## src/hdl/kfts_div.sv

```systemverilog
// kfts_div: restoring divider, (num << FW) / den one quotient bit a cycle,
// round to nearest and clamp; no dependencies
`default_nettype none

module kfts_div #(
   parameter int DW = 48,
   parameter int FW = 24
) (
   input  wire logic          clock,
   input  wire logic          reset,
   input  wire logic          start,
   input  wire logic [DW-1:0] num,
   input  wire logic [DW-1:0] den,
   output logic               done,
   output logic [DW-2:0]      quot,
   output logic               ovf
);
   localparam int NB = DW + FW;
   localparam int CW = $clog2(NB + 1);
   localparam logic [NB:0] UMAX = ((NB + 1)'(1) << (DW - 1)) - (NB + 1)'(1);

   logic [NB-1:0] nsh_ff, q_ff, q_in;
   logic [DW-1:0] den_ff, rem_ff, rem_in;
   logic [DW:0]   trial, trial_sub;
   logic          ge, up, sat;
   logic [NB:0]   qr;
   logic [CW-1:0] cnt_ff;
   logic          rnd_ff, done_ff, ovf_ff;
   logic [DW-2:0] quot_ff;

   always_comb begin
      trial     = {rem_ff, nsh_ff[NB-1]};
      trial_sub = trial - {1'b0, den_ff};
      ge        = trial >= {1'b0, den_ff};
      rem_in    = ge ? trial_sub[DW-1:0] : trial[DW-1:0];
      q_in      = {q_ff[NB-2:0], ge};
      up        = rem_ff >= (den_ff - rem_ff);
      qr        = {1'b0, q_ff} + (NB + 1)'(up);
      sat       = qr > UMAX;
   end

   always_ff @(posedge clock) begin
      if (reset) begin
         cnt_ff  <= '0;
         rnd_ff  <= 1'b0;
         done_ff <= 1'b0;
      end else begin
         done_ff <= 1'b0;
         if (start) begin
            nsh_ff <= {num, FW'(0)};
            den_ff <= den;
            rem_ff <= '0;
            q_ff   <= '0;
            cnt_ff <= CW'(NB);
         end else if (cnt_ff != '0) begin
            rem_ff <= rem_in;
            q_ff   <= q_in;
            nsh_ff <= nsh_ff << 1;
            cnt_ff <= cnt_ff - CW'(1);
            if (cnt_ff == CW'(1)) begin
               rnd_ff <= 1'b1;
            end
         end else if (rnd_ff) begin
            quot_ff <= sat ? UMAX[DW-2:0] : qr[DW-2:0];
            ovf_ff  <= sat;
            rnd_ff  <= 1'b0;
            done_ff <= 1'b1;
         end
      end
   end

   assign done = done_ff;
   assign quot = quot_ff;
   assign ovf  = ovf_ff;

endmodule

`default_nettype wire

```

## config.mk

```make
export PLATFORM = sky130hd
export DESIGN_NAME = kfts_div
export DESIGN_NICKNAME = d
export VERILOG_FILES = /design/src/hdl/kfts_div.sv
export SDC_FILE = /design/constraint.sdc
export NUM_CORES = 1
export LEC_CHECK = 0
export BUFFER_PORTS_ARGS = -buffer_cell sky130_fd_sc_hd__buf_2
export CELL_PAD_IN_SITES_DETAIL_PLACEMENT = 1
export CELL_PAD_IN_SITES_GLOBAL_PLACEMENT = 2
export CORE_UTILIZATION = 40
export DETAILED_ROUTE_END_ITERATION = 8
export HOLD_SLACK_MARGIN = 0.12
export PLACE_DENSITY_LB_ADDON = 0.3
export SYNTH_ARGS = -nofsm -noshare
export SYNTH_HDL_FRONTEND = slang
export SYNTH_SLANG_ARGS = --single-unit
```

## constraint.sdc

```tcl
create_clock -name clock -period 11 [get_ports clock]
set_clock_uncertainty 0.15 [all_clocks]
set_input_delay 0 -clock clock [delete_from_list [all_inputs] [get_ports clock]]
set_output_delay 0 -clock clock [all_outputs]
set_load 0.01 [all_outputs]
```

==> results of run 1 <==
-- Yosys cell counts (7+ instances only) --
master | instances | share of area [%]
sky130_fd_sc_hd__nand2b_1 | 16 | 0.53
sky130_fd_sc_hd__nor3_1 | 35 | 0.93
sky130_fd_sc_hd__nor2_1 | 113 | 2.3
sky130_fd_sc_hd__nand4_1 | 49 | 1.6
sky130_fd_sc_hd__or3_1 | 9 | 0.30
sky130_fd_sc_hd__o31ai_1 | 8 | 0.32
sky130_fd_sc_hd__a211oi_1 | 25 | 1.0
sky130_fd_sc_hd__nand3_1 | 55 | 1.5
sky130_fd_sc_hd__nand2_2 | 11 | 0.37
sky130_fd_sc_hd__a31oi_1 | 11 | 0.37
sky130_fd_sc_hd__xnor2_1 | 79 | 3.7
sky130_fd_sc_hd__nand2_1 | 191 | 3.8
sky130_fd_sc_hd__mux2_2 | 47 | 2.8
sky130_fd_sc_hd__nor4_1 | 7 | 0.23
sky130_fd_sc_hd__and2_1 | 14 | 0.47
sky130_fd_sc_hd__a21oi_1 | 144 | 3.8
sky130_fd_sc_hd__o21bai_1 | 15 | 0.60
sky130_fd_sc_hd__dfxtp_1 | 9 | 0.96
sky130_fd_sc_hd__nor2b_1 | 80 | 2.7
sky130_fd_sc_hd__xor2_1 | 54 | 2.5
sky130_fd_sc_hd__inv_1 | 132 | 2.6
sky130_fd_sc_hd__ha_1 | 148 | 9.9
sky130_fd_sc_hd__and3_1 | 22 | 0.73
sky130_fd_sc_hd__o21ai_0 | 67 | 1.8
sky130_fd_sc_hd__buf_2 | 7 | 0.19
sky130_fd_sc_hd__and4_1 | 17 | 0.79
sky130_fd_sc_hd__edfxtp_1 | 264 | 42
sky130_fd_sc_hd__o21a_1 | 14 | 0.56
sky130_fd_sc_hd__a21boi_0 | 7 | 0.28
sky130_fd_sc_hd__a21o_1 | 88 | 3.5
sky130_fd_sc_hd__o211ai_1 | 10 | 0.40
sky130_fd_sc_hd__o22ai_1 | 8 | 0.27
sky130_fd_sc_hd__a211o_1 | 7 | 0.33
sky130_fd_sc_hd__clkbuf_1 | 50 | 1.0
-- logic make-up (layout without fill, tap and decap cells) --
group	after synthesis	after routing	synth area share (%)
simple gates	647	647	17.7
compound gates	449	449	15.5
flops	273	273	43.2
buf+inv	201	556	4.34
fa+ha+maj	150	150	10.1
xor+xnor	133	133	6.20
mux	52	52	3.08
other cells	0	4	0
-- placed cells by master, fill, tap and decap left out, types with 9 or more instances in the layout --
cell | netlist | routed
sky130_fd_sc_hd__inv_1 | 132 | 132
sky130_fd_sc_hd__nor2b_1 | 80 | 80
sky130_fd_sc_hd__o211ai_1 | 10 | 10
sky130_fd_sc_hd__clkbuf_1 | 50 | 10
sky130_fd_sc_hd__a31oi_1 | 11 | 11
sky130_fd_sc_hd__nor2_1 | 113 | 109
sky130_fd_sc_hd__edfxtp_1 | 264 | 264
sky130_fd_sc_hd__a211oi_1 | 25 | 25
sky130_fd_sc_hd__a21oi_1 | 144 | 144
sky130_fd_sc_hd__nand2b_1 | 16 | 16
sky130_fd_sc_hd__buf_2 | 7 | 146
sky130_fd_sc_hd__a21o_1 | 88 | 88
sky130_fd_sc_hd__o21a_1 | 14 | 14
sky130_fd_sc_hd__nor3_1 | 35 | 35
sky130_fd_sc_hd__o21ai_0 | 67 | 67
sky130_fd_sc_hd__and2_1 | 14 | 14
sky130_fd_sc_hd__nand2_1 | 191 | 191
sky130_fd_sc_hd__and4_1 | 17 | 17
sky130_fd_sc_hd__nand4_1 | 49 | 49
sky130_fd_sc_hd__or3_1 | 9 | 9
sky130_fd_sc_hd__ha_1 | 148 | 148
sky130_fd_sc_hd__and3_1 | 22 | 22
sky130_fd_sc_hd__dfxtp_1 | 9 | 9
sky130_fd_sc_hd__dlygate4sd3_1 | 0 | 200
sky130_fd_sc_hd__nand3_1 | 55 | 55
sky130_fd_sc_hd__clkbuf_16 | 0 | 38
sky130_fd_sc_hd__o21bai_1 | 15 | 15
sky130_fd_sc_hd__buf_4 | 5 | 11
sky130_fd_sc_hd__mux2_2 | 47 | 47
sky130_fd_sc_hd__xor2_1 | 54 | 54
sky130_fd_sc_hd__xnor2_1 | 79 | 79
sky130_fd_sc_hd__nand2_2 | 11 | 11
-- timing repair --
item / CTS / global route
buffers inserted: 0 / 0
hold buffers: 200 / 0
endpoints found under the hold margin: 147 / 0
-- sequential cells by signal, indices dropped and copies added, names as in the netlist --
register,cells
den_ff,48
cnt_ff,7
rem_ff,48
ovf,1
quot,47
q_ff,72
nsh_ff,48
rnd_ff,1
done,1
-- where the power goes --
part	switching, mW	total (mW)	internal [mW]
clock network	0.478	1.23	0.751
registers	0.112	1.40	1.29
logic	0.942	1.64	0.694
-- critical path: cells and delay by family (launching register included) --
family | cells | cell delay [ps]
buf+inv | 2 | 550
simple gates | 11 | 2720
compound gates | 10 | 2950
flops | 1 | 480
fa+ha+maj | 5 | 1170
xor+xnor | 2 | 290
-- layer usage --
metal | up-vias | global-route usage, %
li1 | 7631 | -
met1 | 7607 | 29.5
met2 | 255 | 42.6
met3 | 84 | 3.51
met4 | 0 | 7.27
met5 | - | 0
-- worst min-delay path by stage --
| stage | end | slack [ps] |
|---|---|---|
| final | nsh_ff[67] | 130 |
| after global routing | nsh_ff[69] | 150 |
| after global placement | den_ff[19] | 30 |
| after CTS | nsh_ff[68] | 130 |
| after detailed placement | den_ff[46] | 30 |
| after floorplan | den_ff[0] | -50 |
-- area by class of cell --
type	count	area, um^2
Antenna cell	4	10.0
Sequential cell	273	8110
Multi-Input combinational cell	1431	9890
Clock buffer	48	988
Clock inverter	16	219
Tap cell	607	759
Fill cell	5192	23100
Inverter	134	503
Timing Repair Buffer	358	2830
==> impl_metrics.tcl, run 1 <==
set metrics [dict create \
    detailroute.wirelength.met2_um 28400 \
    cp-startpoint "rem_ff[0]" \
    hold_path_class "in2reg" \
    power.ir.vdd_worst_mv 0.111 \
    clock_tree.htree_level_count 2 \
    drt_pre_antenna_iters 5 \
    pin_count 148 \
    met3_length_um 1800 \
    synth-edff-count 264 \
    netlist-cell-type-count 78 \
    grtUsageTotal_pct 23.9 \
    power_density_nw_per_um2 183 \
    fp.coreArea_um2 46500 \
    worstMarginPinSlew_ps 943 \
    max_slew_margin_pct 37.1 \
    crit-reg2reg-capture "quot[1]" \
    antenna_violations_before_repair 4 \
    first_pass_grt_wire_length_um 89900 \
    crit_path_top_delay_cell "sky130_fd_sc_hd__a21boi_0" \
    timing.setup.tns_ps 0 \
    gp_routability_congestion 0.847 \
    route.layer.met1.wl_um 25000 \
    final-max-slew-violation-count 0 \
    hold_ws_ps 130 \
    synthesis.instances 1905 \
    chipHeight_um 219 \
    setup.worst_path.class "reg2reg" \
    finalWorstSetupSlack_ps 2400 \
    cts_buffers 36 \
    num_rows 79 \
    post_synth.cell_area_avg_um2 9.86 \
    dr_wl_cell_um 19.7 \
    worst-path-max-fanout 48 \
    r2r_start "rem_ff[0]" \
    drc 0 \
    grt_remaining_overflow 0 \
    cap_viol_max_count 0 \
    grt_setup_unrepaired "no" \
    arrival_time_at_the_worst_endpoint_ps 8750 \
    initial_standard_cell_utilization_of_the_core_pct 40.4 \
    setup.worst_path.end "quot[1]" \
    final_antenna_net_count 0 \
    cts_root_buf "sky130_fd_sc_hd__clkbuf_16" \
    crit_required_ps 11150 \
    finalCriticalPeriod_ps 8600 \
    place.detailed.hpwl_um 38600 \
    drtIter0Drc 837 \
    design.die.area_um2 47800 \
    outcome "completed" \
    async_flop_share_pct 0 \
    cts_num_sinks 273 \
    wl_um 56700 \
    critical_path.startpoint_type "flip-flop" \
    p_leak_nw 9.23 \
    port_buffers 147 \
    pin_count_of_the_biggest_net_entering_global_routing 92 \
    ys_seq_area_share_pct 43.2 \
    route.detailed.vias_per_inst 5.43 \
    setup.worst_path.end_class "flip-flop" \
    grt_pass1_vias 16500 \
    cts.repair.resized 0 \
    worst_setup_hold_path_clk_slew_ps 60 \
    reg2reg_setup_slack_ps 2400 \
    detailedPlace.worstSlack_ps 2520 \
    worstRegToRegCells 30 \
    vias 15600 \
    syn2layout_area_growth_pct 24.1 \
    setup_violations 0 \
    synth.cell_area_um2 18800 \
    hold_violations 0 \
    final_design_area_excluding_fillers_um2 23300 \
    synth-seq-cells 273 \
    tritoncts "built" \
    fraction_of_final_layout_cells_with_drive_strength_greater_than_1_pct 12.7 \
    critical_path.most_common_cell "sky130_fd_sc_hd__ha_1" \
    crit_path_max_incr_delay_ps 530 \
    finalCoreUtilization_pct 50.2 \
    yosys_warning_total 0 \
    total_power_mw 4.26 \
    dr.max_layer_used "met4" \
    postPlaceCellArea_um2 20100 \
    dp.cells 2603 \
    clk_latency_ps 570 \
    final_cells 2871 \
    hold_path_startpoint "num[43]" \
    hold_depth 3 \
    final.period_utilization_pct 78.2 \
    max_freq_mhz 116 \
    yosys_most_used_dff "sky130_fd_sc_hd__edfxtp_1" \
    die_width_um 219 \
    synth.net_count 2154 \
    max-clock-path-buffers 3 \
    num-nets-final 2483 \
]
Power figures use the tool's default switching activity.
==> inputs of run 2 (changes only) <==
Settings changed: CORE_UTILIZATION 40 to 36.
Clock period 11 ns to 7 ns, I/O delays scaled along.
==> impl_metrics.tcl, run 2 (synthesis gave the netlist of run 1 again) <==
set metrics [dict create \
    clk_latency_ps 560 \
    antenna_violations_before_repair 1 \
    design.die.area_um2 53100 \
    worstRegToRegCells 29 \
    drt_pre_antenna_iters 5 \
    reg2reg_setup_slack_ps -150 \
    hold_path_class "in2reg" \
    grt_pass1_vias 17200 \
    outcome "finished with violations" \
    final.period_utilization_pct 102 \
    final_antenna_net_count 0 \
    final.fill_count 5775 \
    p_leak_nw 9.96 \
    port_buffers 147 \
    failed_checks "setup timing" \
    num_rows 83 \
    final_design_area_excluding_fillers_um2 24800 \
    first_pass_grt_wire_length_um 96600 \
    route.detailed.vias_per_inst 5.32 \
    worst-path-max-fanout 8 \
    max_slew_margin_pct 15.2 \
    syn2layout_area_growth_pct 32.1 \
    hold_violations 0 \
    pin_count_of_the_biggest_net_entering_global_routing 115 \
    setup.worst_path.end "quot[1]" \
    critical_path.most_common_cell "sky130_fd_sc_hd__a21o_1" \
    postPlaceCellArea_um2 21100 \
    chipHeight_um 230 \
    crit_required_ps 7150 \
    power_density_nw_per_um2 284 \
    gp_routability_congestion 0.843 \
    r2r_start "den_ff[21]" \
    cap_viol_max_count 0 \
    finalCoreUtilization_pct 48.3 \
    crit_path_top_delay_cell "sky130_fd_sc_hd__or4_1" \
    finalCriticalPeriod_ps 7150 \
    setup_violations 46 \
    drc 0 \
    final-max-slew-violation-count 0 \
    detailedPlace.worstSlack_ps -658 \
    max-clock-path-buffers 3 \
    wl_um 61200 \
    cts_root_buf "sky130_fd_sc_hd__clkbuf_16" \
    drtIter0Drc 766 \
    hold_ws_ps 152 \
    regArea_um2 8110 \
    tritoncts "built" \
    clock_tree.htree_level_count 2 \
    worst_setup_hold_path_clk_slew_ps 60 \
    setup.worst_path.class "reg2reg" \
    die_width_um 230 \
    layout.cells.most_common "sky130_fd_sc_hd__edfxtp_1" \
    worstMarginPinSlew_ps 1260 \
    num-nets-final 2612 \
    critical_path.startpoint_type "flip-flop" \
    setup.worst_path.end_class "flip-flop" \
    place.detailed.hpwl_um 41700 \
    fraction_of_final_layout_cells_with_drive_strength_greater_than_1_pct 20.5 \
    grt_setup_unrepaired "yes" \
    cts_num_sinks 273 \
    grt_remaining_overflow 0 \
    vias 16300 \
    multi_input_area_um2 10400 \
    dr_wl_cell_um 19.9 \
    max_freq_mhz 140 \
    fp.coreArea_um2 51400 \
    most_used_cells_in_the_layout_excluding_fill_and_tap_cells "sky130_fd_sc_hd__edfxtp_1, sky130_fd_sc_hd__dlygate4sd3_1, sky130_fd_sc_hd__nand2_1" \
    grtUsageTotal_pct 22.9 \
    finalWorstSetupSlack_ps -146 \
    power.ir.vdd_worst_mv 0.194 \
    crit-reg2reg-capture "quot[1]" \
    cts_buffers 35 \
    initial_standard_cell_utilization_of_the_core_pct 36.5 \
    crit_path_max_incr_delay_ps 510 \
    arrival_time_at_the_worst_endpoint_ps 7300 \
    max_flop_register "q_ff" \
    largest_register_ffs 72 \
    pin_count 148 \
    cp-startpoint "den_ff[21]" \
]
## run 2: cell count changes in the layout (fill, tap and decap cells not counted), moves of 6 or more
cell,delta
sky130_fd_sc_hd__a21oi_1,-20
sky130_fd_sc_hd__a21oi_2,+17
sky130_fd_sc_hd__buf_4,+124
sky130_fd_sc_hd__buf_6,+7
sky130_fd_sc_hd__ha_1,-13
sky130_fd_sc_hd__ha_2,+6
sky130_fd_sc_hd__ha_4,+7
sky130_fd_sc_hd__o21ai_0,-9
sky130_fd_sc_hd__o21ai_1,+6
## run 2: worst max-delay path, delay by kind of cell (launching register included)
kind | cells | cell delay, ps
compound gates | 12 | 2510
xor+xnor | 1 | 200
fa+ha+maj | 3 | 650
buf+inv | 4 | 650
flops | 1 | 430
simple gates | 9 | 2270
## run 2: worst min path at each step
stage / from / endpoint / cells past startpoint
6_report: num[1] / nsh_ff[25] / 3
5_1_grt: num[1] / nsh_ff[25] / 3
4_1_cts: num[42] / nsh_ff[66] / 3
3_5_place_dp: den[30] / den_ff[30] / 1
3_3_place_gp: den[11] / den_ff[11] / 1
2_1_floorplan: den[0] / den_ff[0] / 0
## run 2: repair_timing
action,in CTS,in global routing
cloned,0,0
endpoints found under the setup margin,48,48
resized for setup,62,51
pin swaps,21,27
buffers inserted,7,12
hold buffers,198,0
endpoints found under the hold margin,236,0
## run 2: final cells by class
type                    count  share of cell area [%]
diodes                      1                  0.0101
clock buffers              45                    3.80
clock inverters            17                   0.706
inverters                 134                    2.03
multi-input cells        1431                    41.9
flip-flops and latches    273                    32.7
well taps                 680                    3.43
repair buffers            488                    15.5
## run 2: routing by layer
| layer | part of all wire [%] | GRT usage [%] |
|---|---|---|
| met5 | 0 | 0 |
| met3 | 3.0 | 2.79 |
| met1 | 43 | 28.1 |
| met4 | 2.7 | 7.10 |
| met2 | 51 | 41.5 |
## run 2: stage by stage
step,std cells,power [mW],TNS (ps)
after floorplan,1905,3.97,0
after global placement,2791,4.84,-28900
after detailed placement,2791,4.91,-28760
after CTS,3058,6.94,0
after global routing,3069,7.47,-12920
final,3069,7.04,-4710
## run 2: power breakdown
group	total, mW	internal [mW]	leakage (nW)	switching [mW]
combinational	3.04	1.35	6.96	1.69
clock	1.82	1.04	0.542	0.783
sequential	2.18	2.02	2.47	0.163
==> inputs of run 3 (changes only) <==
Settings changed: CORE_UTILIZATION 36 to 30.
==> impl_metrics.tcl, run 3 (synthesis gave the netlist of run 1 again) <==
set metrics [dict create \
    setup.worst_path.end_class "flip-flop" \
    tritoncts "built" \
    setup_violations 1 \
    final-max-slew-violation-count 0 \
    cts_num_sinks 273 \
    crit_required_ps 7140 \
    worstRegToRegCells 36 \
    critPathBufInv 10 \
    design.die.area_um2 63600 \
    crit-reg2reg-capture "quot[40]" \
    most_used_cells_in_the_layout_excluding_fill_and_tap_cells "sky130_fd_sc_hd__edfxtp_1, sky130_fd_sc_hd__nand2_1, sky130_fd_sc_hd__dlygate4sd3_1" \
    antenna_violations_before_repair 2 \
    hold_path_end "nsh_ff[35]" \
    max_freq_mhz 143 \
    first_pass_grt_wire_length_um 92300 \
    die_width_um 252 \
    finalCriticalPeriod_ps 7000 \
    worst_setup_hold_path_clk_slew_ps 60 \
    cts_buffers 36 \
    gp_routability_congestion 0.839 \
    setup.worst_path.class "reg2reg" \
    final_antenna_net_count 0 \
    fp.coreArea_um2 61800 \
    port_buffers 147 \
    initial_standard_cell_utilization_of_the_core_pct 30.4 \
    worstMarginPinSlew_ps 1040 \
    cap_viol_max_count 0 \
    worst_path_dominant_cell_family "compound AO/OA/AOI/OAI gates" \
    pin_count_of_the_biggest_net_entering_global_routing 99 \
    wl_um 58400 \
    grt_remaining_overflow 0 \
    worst-path-max-fanout 6 \
    grtUsageTotal_pct 18.1 \
    num_rows 91 \
    failed_checks "setup timing" \
    total_power_mw 6.95 \
    critical_path.startpoint_type "flip-flop" \
    pin_count 148 \
    hold_violations 0 \
    drt_pre_antenna_iters 5 \
    crit_path_top_delay_cell "sky130_fd_sc_hd__o211ai_1" \
    cts_root_buf "sky130_fd_sc_hd__clkbuf_16" \
    max_flop_register "q_ff" \
    p_leak_nw 9.90 \
    chipHeight_um 252 \
    antenna_cells 0 \
    layout.cells.most_common "sky130_fd_sc_hd__edfxtp_1" \
    finalWorstSetupSlack_ps -1.86 \
    max-clock-path-buffers 3 \
    grt_setup_unrepaired "yes" \
    clock_tree.htree_level_count 2 \
    hold_path_startpoint "num[11]" \
    grt_pass1_vias 16700 \
    worst-path-stages 36 \
    reg2reg_setup_slack_ps -2 \
    largest_register_ffs 72 \
    final.period_utilization_pct 100 \
    timing.setup.tns_ps -1.86 \
    hold_depth 3 \
    power_density_nw_per_um2 280 \
    place.detailed.hpwl_um 41400 \
    vias 15800 \
    r2r_start "rem_ff[0]" \
    dr_wl_cell_um 18.3 \
    clk_latency_ps 560 \
    drtIter0Drc 667 \
    arrival_time_at_the_worst_endpoint_ps 7150 \
    power.ir.vdd_worst_mv 0.174 \
    max_slew_margin_pct 30.2 \
    drc 0 \
    syn2layout_area_growth_pct 32.0 \
    outcome "finished with violations" \
    critical_path.most_common_cell "sky130_fd_sc_hd__buf_6" \
    num-nets-final 2569 \
    fraction_of_final_layout_cells_with_drive_strength_greater_than_1_pct 21.3 \
    route.detailed.vias_per_inst 4.97 \
    hold_path_class "in2reg" \
    crit_path_max_incr_delay_ps 440 \
]
-- run 3: area by class of cell --
cell class                      instances  area, um^2
Fill cell                            6933       37000
Timing Repair Buffer                  444        3530
Clock buffer                           51        1020
Clock inverter                         15         133
Tap cell                              837        1050
Multi-Input combinational cell       1431       10500
Sequential cell                       273        8110
Inverter                              134         505
-- run 3: what timing repair did --
action / CTS / global route
endpoints found under the hold margin: 232 / 0
hold buffers: 160 / 0
resized for setup: 63 / 77
buffers inserted: 10 / 21
gates cloned: 2 / 2
endpoints found under the setup margin: 48 / 48
pin swaps: 26 / 50
-- run 3: worst max path at each step --
| stage | start | end | slack [ps] |
|---|---|---|---|
| final | rem_ff[0] | quot[40] | -2 |
| after global placement | rem_ff[9] | quot[22] | -560 |
| after global routing | den_ff[0] | quot[40] | -270 |
| after CTS | den_ff[0] | quot[33] | -120 |
| after detailed placement | den_ff[9] | quot[22] | -620 |
| after floorplan | rem_ff[9] | quot[28] | 730 |
-- run 3: per-stage QoR --
step           hold slack, ps  setup WS, ps  std cells  utilization, %  instance area (um^2)
2_1_floorplan           -51.1           728       1905               -                 18800
3_3_place_gp             27.5          -561       2929            34.2                 21100
3_5_place_dp             28.4          -619       2929            34.2                 21100
4_1_cts                   121          -119       3167            39.3                 24300
5_1_grt                   152          -274       3185            40.1                 24800
6_report                  146         -1.86       3185            40.1                 24800
-- run 3: worst reg2reg max path, delay by kind of cell, from the launching register on --
family	cells	cell delay (ps)
flip-flops	1	400
XOR/XNOR	1	170
AND/OR/NAND/NOR	10	1410
adder cells (fa/ha/maj)	5	990
AO/OA/AOI/OAI	10	2100
buffers and inverters	10	1500
-- run 3: routing by layer --
metal	part of all wire [%]	track usage [%]	wire, um	vias up
li1	-	-	-	7788
met1	46	23.4	26800	7774
met2	49	31.3	28600	203
met3	2.6	2.17	1520	78
met4	2.6	5.90	1500	2
met5	0.022	0	13	-
-- run 3: power breakdown --
group / internal (mW) / total (mW) / switching, mW
logic: 1.31 / 2.92 / 1.62
clock network: 1.09 / 1.84 / 0.746
registers: 2.02 / 2.19 / 0.170
total: 4.42 / 6.95 / 2.53
